==> config.mk <==
export PLATFORM = sky130hd
export DESIGN_NAME = gwv_ctrl
export DESIGN_NICKNAME = d
export VERILOG_FILES = /design/src/gwv_pkg.sv /design/src/gwv_ctrl.sv
export SDC_FILE = /design/constraint.sdc
export NUM_CORES = 1
export LEC_CHECK = 0
export BUFFER_PORTS_ARGS = -buffer_cell sky130_fd_sc_hd__buf_2
export CORE_AREA = 2 2 39 41
export CTS_CLUSTER_SIZE = 10
export DETAILED_ROUTE_END_ITERATION = 7
export DIE_AREA = 0 0 41 43
export SLEW_MARGIN = 15
export SYNTH_ARGS = -nofsm -noshare
export SYNTH_HDL_FRONTEND = slang
export SYNTH_SLANG_ARGS = --single-unit
==> constraint.sdc <==
create_clock -name clk -period 2 [get_ports clk]
set_input_delay 0.2 -clock clk [delete_from_list [all_inputs] [get_ports clk]]
set_output_delay 0.2 -clock clk [all_outputs]
set_load 0.02 [all_outputs]
==> src/gwv_pkg.sv <==
// ----------------------------------------------------------------------------
// Grouped Welford variance package
// Shared types, command codes and sizes for the grouped variance block.
// ----------------------------------------------------------------------------
package gwv_pkg;

  localparam int GROUP_COUNT = 256;
  localparam int GROUP_W     = 8;

  localparam logic [1:0]  CMD_ACC   = 2'd0;
  localparam logic [1:0]  CMD_CLR   = 2'd1;
  localparam logic [1:0]  CMD_READ  = 2'd2;
  localparam logic [31:0] COUNT_MAX = 32'hFFFF_FFFF;
  localparam logic [63:0] M2_MAX    = 64'hFFFF_FFFF_FFFF_FFFF;

  typedef struct packed {
    logic [1:0]         cmd;
    logic [GROUP_W-1:0] group_index;
    logic signed [31:0] sample_value;
    logic               sample_null;
  } in_item_t;

  typedef struct packed {
    logic               result_empty;
    logic [31:0]        result_count;
    logic signed [31:0] result_mean;
    logic [63:0]        result_m2;
  } out_item_t;

  typedef struct packed {
    logic [31:0] count;
    logic [31:0] mean;
    logic [63:0] m2;
  } entry_t;

  typedef struct packed {
    logic capture;
    logic prep;
    logic div_start;
    logic fin;
    logic d2;
    logic mul;
    logic wr;
    logic clr;
    logic out_load;
  } ctrl_cmd_t;

  typedef struct packed {
    logic [1:0] cmd;
    logic       acc_go;
    logic       div_busy;
    logic       out_free;
  } ctrl_status_t;

endpackage

==> src/gwv_ctrl.sv <==
// ----------------------------------------------------------------------------
// Grouped Welford variance controller
// Sequences lookup, division, update, clear and result requests over the datapath.
// ----------------------------------------------------------------------------
module gwv_ctrl import gwv_pkg::*; (
  input  logic         clk,
  input  logic         rst,
  input  logic         in_valid,
  output logic         in_ready,
  input  ctrl_status_t status,
  output ctrl_cmd_t    ctl
);

  localparam logic [2:0] S_IDLE   = 3'd0;
  localparam logic [2:0] S_LOOK   = 3'd1;
  localparam logic [2:0] S_DSTART = 3'd2;
  localparam logic [2:0] S_DIV    = 3'd3;
  localparam logic [2:0] S_FIN    = 3'd4;
  localparam logic [2:0] S_D2     = 3'd5;
  localparam logic [2:0] S_MUL    = 3'd6;
  localparam logic [2:0] S_WR     = 3'd7;

  logic [2:0] state;
  logic [2:0] state_next;

  always_ff @(posedge clk) begin
    if (rst) begin
      state <= S_IDLE;
    end else begin
      state <= state_next;
    end
  end

  always_comb begin
    state_next = state;
    ctl        = '0;
    in_ready   = 1'b0;
    unique case (state)
      S_IDLE: begin
        in_ready = 1'b1;
        if (in_valid) begin
          ctl.capture = 1'b1;
          state_next  = S_LOOK;
        end
      end
      S_LOOK: begin
        unique case (status.cmd)
          CMD_ACC: begin
            if (status.acc_go) begin
              ctl.prep   = 1'b1;
              state_next = S_DSTART;
            end else begin
              state_next = S_IDLE;
            end
          end
          CMD_CLR: begin
            ctl.clr    = 1'b1;
            state_next = S_IDLE;
          end
          CMD_READ: begin
            if (status.out_free) begin
              ctl.out_load = 1'b1;
              state_next   = S_IDLE;
            end
          end
          default: state_next = S_IDLE;
        endcase
      end
      S_DSTART: begin
        ctl.div_start = 1'b1;
        state_next    = S_DIV;
      end
      S_DIV: begin
        if (!status.div_busy) begin
          state_next = S_FIN;
        end
      end
      S_FIN: begin
        ctl.fin    = 1'b1;
        state_next = S_D2;
      end
      S_D2: begin
        ctl.d2     = 1'b1;
        state_next = S_MUL;
      end
      S_MUL: begin
        ctl.mul    = 1'b1;
        state_next = S_WR;
      end
      S_WR: begin
        ctl.wr     = 1'b1;
        state_next = S_IDLE;
      end
      default: state_next = S_IDLE;
    endcase
  end

endmodule

==> impl_metrics.yaml, run 1 <==
run_status:
  outcome: "finished clean"
finish:
  regArea_um2: 60.1
  n_antenna_cell: 0
  drive_above_1_share_pct: 44.2
  largest-register: "state"
  largest_reg_flops: 3
  multi_input_area_um2: 174
  postLayoutCoreUtil_pct: 27.2
  fillers: 160
  layout_top_registers: "state x3"
  nets: 61
  syn2layout_area_growth_pct: 46.1
timing:
  hold_violations: 0
  setup_violations: 0
  finalCritPeriodShare_pct: 86.4
  holdWs_ps: 160
  timing.final.ws_setup_ps: 272
  fmax_mhz: 579
  fin_worst_skew_ps: 1.88
  tightest_slew_ps: 314
  finalMaxSlewViolations: 0
  rsz0062_at_grt: "false"
  max_slew_margin_pct: 79.1
  fin_setup_tns_ps: 0
  layout_min_cycle_time_ps: 1730
logic_synthesis:
  synthDistinctLibCells: 23
  synthArstFlopShare_pct: 0
  synth_compound_area_share_pct: 9.22
  yosys-top-cells-count: "4 x nor3b_1, 3 x dfxtp_1, 3 x nor2_1"
  synth-seq-cells: 3
  synth_top_family_by_area: "simple AND/OR/NAND/NOR gates"
  yosys.area.top_type_share_pct: 23.3
  synth_area_leaders: "dfxtp_1 23%, nor3b_1 12%, nand3b_1 5.8%"
  synth_most_common_cell: "nor3b_1"
  synth-simple-area-share_pct: 54.4
  synth_xor_area_share_pct: 0
  syn_area_um2: 258
  synth_area_per_cell_um2: 7.81
  synthMuxAreaShare_pct: 3.88
  synth_edf_count: 0
  synth_fa_ha_area_share_pct: 0
  ys.flop_type: "dfxtp_1"
  ys_seq_area_share_pct: 23.3
  syn_nets: 41
  syn-instance-count: 33
  ys_warn_count: 0
  yosysTopAreaCell: "dfxtp_1"
setup_path:
  path_max_fanout: 10
  rr_startpoint: "state[0]"
  crit_type: "reg -> out"
  rr_endpoint: "state[0]"
  crit_path_end_kind: "output port"
  required_ps: 1800
  r2r_slack_ps: 280
  worst_setup_path_start_kind: "flop"
  cp_data_arrival_time_ps: 1530
  rr_worst_depth: 3
route:
  dr.pass1.iters: 3
  post_drt_wl_per_cell_um: 10.0
  viasPerCell: 4.31
  postRouteAntennaNets: 0
  num_vias: 293
  drtIter0Drc: 9
  drcViolationCount: 0
  drt_wl_total_um: 682
hold_path:
  hp-class: "in -> reg"
  min_from: "rst"
  holdPathEnd: "state[1]"
  whs_path_depth: 2
global_route:
  grt_pass1_vias: 306
  top_usage_layer: "met1"
  grt_pass1_wl_um: 1210
  groute.layer.met3.usage_pct: 6.28
  overflow: 0
  grt_use_met1_pct: 13.5
  antenna_found_initial: 0
  gr-usage-all-layers_pct: 10.2
  grt_max_degree: 14
  use_met2_pct: 13.1
power_and_ir_drop:
  power.leakage_uw: 0.000192
  ir_drop_uv: 330
  p_per_area_mw_per_mm2: 588
clock_tree:
  clock_latency_ps: 240
  clk_pin_slew_ps: 40
  numClockSinks: 3
  ctsHoldBuffers: 0
  cts.repair.resized: 0
  cts_max_path_buffers: 2
  htree_num_levels: 1
  postCtsSetupBuffers: 0
  ctsRootBufferMaster: "clkbuf_4"
  cts_tree: "yes"
  cts_buffers: 3
placed_design:
  place_congestion: 0.762
  portBuffers: 17
  preCtsSetupSlack_ps: 287
floorplan:
  die_w_um: 41
  dieArea_mm2: 0.00176
  design.core.area_mm2: 0.00138
  pin_count: 18
  rows: 14
  initial_core_util_pct: 18.6
  dieHeight_um: 43
flow_run:
  max_cap_violations: 0
layer usage:
metal	up-vias	routed length [um]
met5	-	0
met4	0	0
met3	0	95
met2	18	262
met1	121	325
li1	154	-
worst max path at each step:
stage	from	endpoint	slack (ps)	depth (start not counted)
6_report	state[0]	ctl[1]	270	3
3_5_place_dp	state[0]	state[0]	290	3
3_3_place_gp	state[0]	state[0]	350	3
5_1_grt	state[0]	state[0]	140	3
2_1_floorplan	state[0]	state[0]	440	4
4_1_cts	state[0]	ctl[1]	260	3
cells by family after synthesis:
kind of cell,after synthesis
AND/OR/NAND/NOR,21
AO/OA/AOI/OAI,4
buffers and inverters,4
flip-flops,3
multiplexers,1
area by class of cell:
class / instances / area share [%]
well taps: 16 / 5.32
flip-flops and latches: 3 / 15.9
repair buffers: 18 / 24.6
clock buffers: 4 / 6.98
multi-input cells: 26 / 46.2
inverters: 1 / 0.997
layout by cell type, fill, tap and decap left out:
master	instances
a21oi_1	1
or3b_1	1
nor2b_1	1
and3b_1	1
nor2b_2	1
a311oi_1	1
nor4_1	1
and3_1	1
nor2_1	3
nand3b_1	2
nor3b_1	4
nor3_1	1
mux2i_1	1
buf_4	1
or4b_1	1
o21ai_0	2
clkbuf_1	1
and2_1	2
dfxtp_1	3
buf_2	17
inv_1	1
clkbuf_4	3
and3_2	1
nand2_1	1
per-stage QoR:
stage	area (um2)	instances	total power [uW]
after floorplan	258	33	98.5
after global placement	350	64	112
after detailed placement	350	64	113
after CTS	377	68	227
after global routing	377	68	239
final	377	68	222
critical path: stages (launching register included):
cell and delay (ps):
dfxtp_1 470, or3b_1 430, nor3b_1 210, buf_2 190
power breakdown:
group	switching (uW)	total (uW)	leakage [uW]	internal (uW)
registers	5.84	68.7	0.0000245	62.9
clock network	34.4	109	0.0000150	75.0
logic	23.4	43.4	0.000153	20.0
Power figures use the tool's default switching activity.
==> run 2: changes to the inputs <==
Settings changed: CORE_AREA 2 2 39 41 to 4 4 41 43, DIE_AREA 0 0 41 43 to 0 0 45 47.
==> impl_metrics.yaml, run 2 (synthesis gave the netlist of run 1 again) <==
setup_path:
  crit_path_end_kind: "flop"
  cp_data_arrival_time_ps: 1840
  rr_startpoint: "state[0]"
  crit_slowest_cell: "or4b_1"
  cp_cell_sequence: "or3b_1 > or4b_1 > a311oi_1"
  crit_type: "reg -> reg"
  worst_setup_path_start_kind: "flop"
  required_ps: 2140
  slowest_delay_ps: 480
  crit_start: "state[0]"
  path_max_fanout: 10
floorplan:
  die_w_um: 45
  design.core.area_mm2: 0.00130
  rows: 13
  dieArea_mm2: 0.00212
  pin_count: 18
  dieHeight_um: 47
  initial_core_util_pct: 19.8
route:
  drcViolationCount: 0
  viasPerCell: 4.33
  post_drt_wl_per_cell_um: 9.59
  drt_wl_total_um: 633
  drtIter0Drc: 4
  postRouteAntennaNets: 0
  num_vias: 286
  dr.pass1.iters: 3
run_status:
  outcome: "finished clean"
timing:
  hold_violations: 0
  tightest_slew_ps: 362
  layout_min_cycle_time_ps: 1700
  max_slew_margin_pct: 75.8
  finalMaxSlewViolations: 0
  setup_violations: 0
  fin_setup_tns_ps: 0
  finalCritPeriodShare_pct: 85.2
  fmax_mhz: 587
  fin_worst_skew_ps: 0.879
  rsz0062_at_grt: "false"
  holdWs_ps: 169
global_route:
  grt_pass1_wl_um: 972
  gr-usage-all-layers_pct: 6.55
  grt_pass1_vias: 250
  overflow: 0
  antenna_found_initial: 0
  grt_max_degree: 15
finish:
  final_common_cell: "buf_2"
  layout_common_cells: "17 x buf_2, 4 x nor3b_1, 3 x nor2_1, 3 x clkbuf_4, 3 x dfxtp_1"
  drive_above_1_share_pct: 43.1
  syn2layout_area_growth_pct: 42.7
  largest_reg_flops: 3
  n_antenna_cell: 0
  layout_top_registers: "state x3"
  largest-register: "state"
  nets: 60
clock_tree:
  clock_latency_ps: 230
  ctsHoldBuffers: 0
  cts.repair.resized: 0
  htree_num_levels: 1
  cts_buffers: 3
  numClockSinks: 3
  postCtsSetupBuffers: 0
  cts_max_path_buffers: 2
  cts_tree: "yes"
  ctsRootBufferMaster: "clkbuf_4"
  clk_pin_slew_ps: 40
flow_run:
  max_cap_violations: 0
placed_design:
  dp_hpwl_um: 490
  place_congestion: 0.731
  portBuffers: 17
hold_path:
  min_from: "rst"
  hp-class: "in -> reg"
power_and_ir_drop:
  ir_drop_uv: 183
  internal_power_uw: 157
  switching_share_pct: 27.4
  pwr-share-comb_pct: 19.5
  p_sw_uw: 59.3
  pwr-share-seq_pct: 31.8
  p_per_area_mw_per_mm2: 589
  power.leakage_uw: 0.000187
  pwr-share-clk_pct: 48.7
[run 2: changes by cell type in the layout (fill, tap and decap cells not counted), sizes merged]
cell / before / now
buf: 18 / 17
[run 2: layer usage]
layer	part of all wire (%)	track usage (%)
met5	0	0
met2	40	8.76
met1	48	8.16
met4	0	7.02
met3	12	1.53
[run 2: final cells by class]
type                            instances  area, um2
Fill cell                             156        933
Multi-Input combinational cell         26        174
Timing Repair Buffer                   17       85.1
Sequential cell                         3       60.1
Clock buffer                            4       26.3
Tap cell                               15       18.8
Inverter                                1       3.75
[run 2: critical path: cells and delay by family (launching register included)]
family           cells  cell delay, ps
AO/OA/AOI/OAI        1             260
flip-flops           1             460
AND/OR/NAND/NOR      2             900
[run 2: final timing paths]
| path | cells past startpoint | end | slack (ps) |
|---|---|---|---|
| worst max register to register | 3 | state[0] | 300 |
| worst max-delay path | 3 | state[0] | 300 |
| worst min-delay path | 2 | state[2] | 170 |
| worst min register to register | 2 | state[1] | 630 |
[run 2: metrics by stage]
stage | setup WS, ps | cells | power, uW | util, % | instance area, um2
floorplan | 438 | 33 | 98.5 | - | 258
global placement | 358 | 62 | 112 | 26.3 | 342
detailed placement | 304 | 62 | 112 | 26.3 | 342
CTS | 288 | 66 | 223 | 28.3 | 368
global route | 178 | 66 | 231 | 28.3 | 368
finish | 296 | 66 | 217 | 28.3 | 368
[run 2: power groups by stage]
| stage | clock (uW) | combinational [uW] | sequential [uW] |
|---|---|---|---|
| 2_1_floorplan | 0 | 33.8 | 64.7 |
| 3_3_place_gp | 0 | 42.0 | 69.6 |
| 3_5_place_dp | 0 | 42.6 | 69.8 |
| 4_1_cts | 112 | 42.8 | 68.8 |
| 5_1_grt | 115 | 47.1 | 69.6 |
| 6_report | 106 | 42.3 | 68.8 |
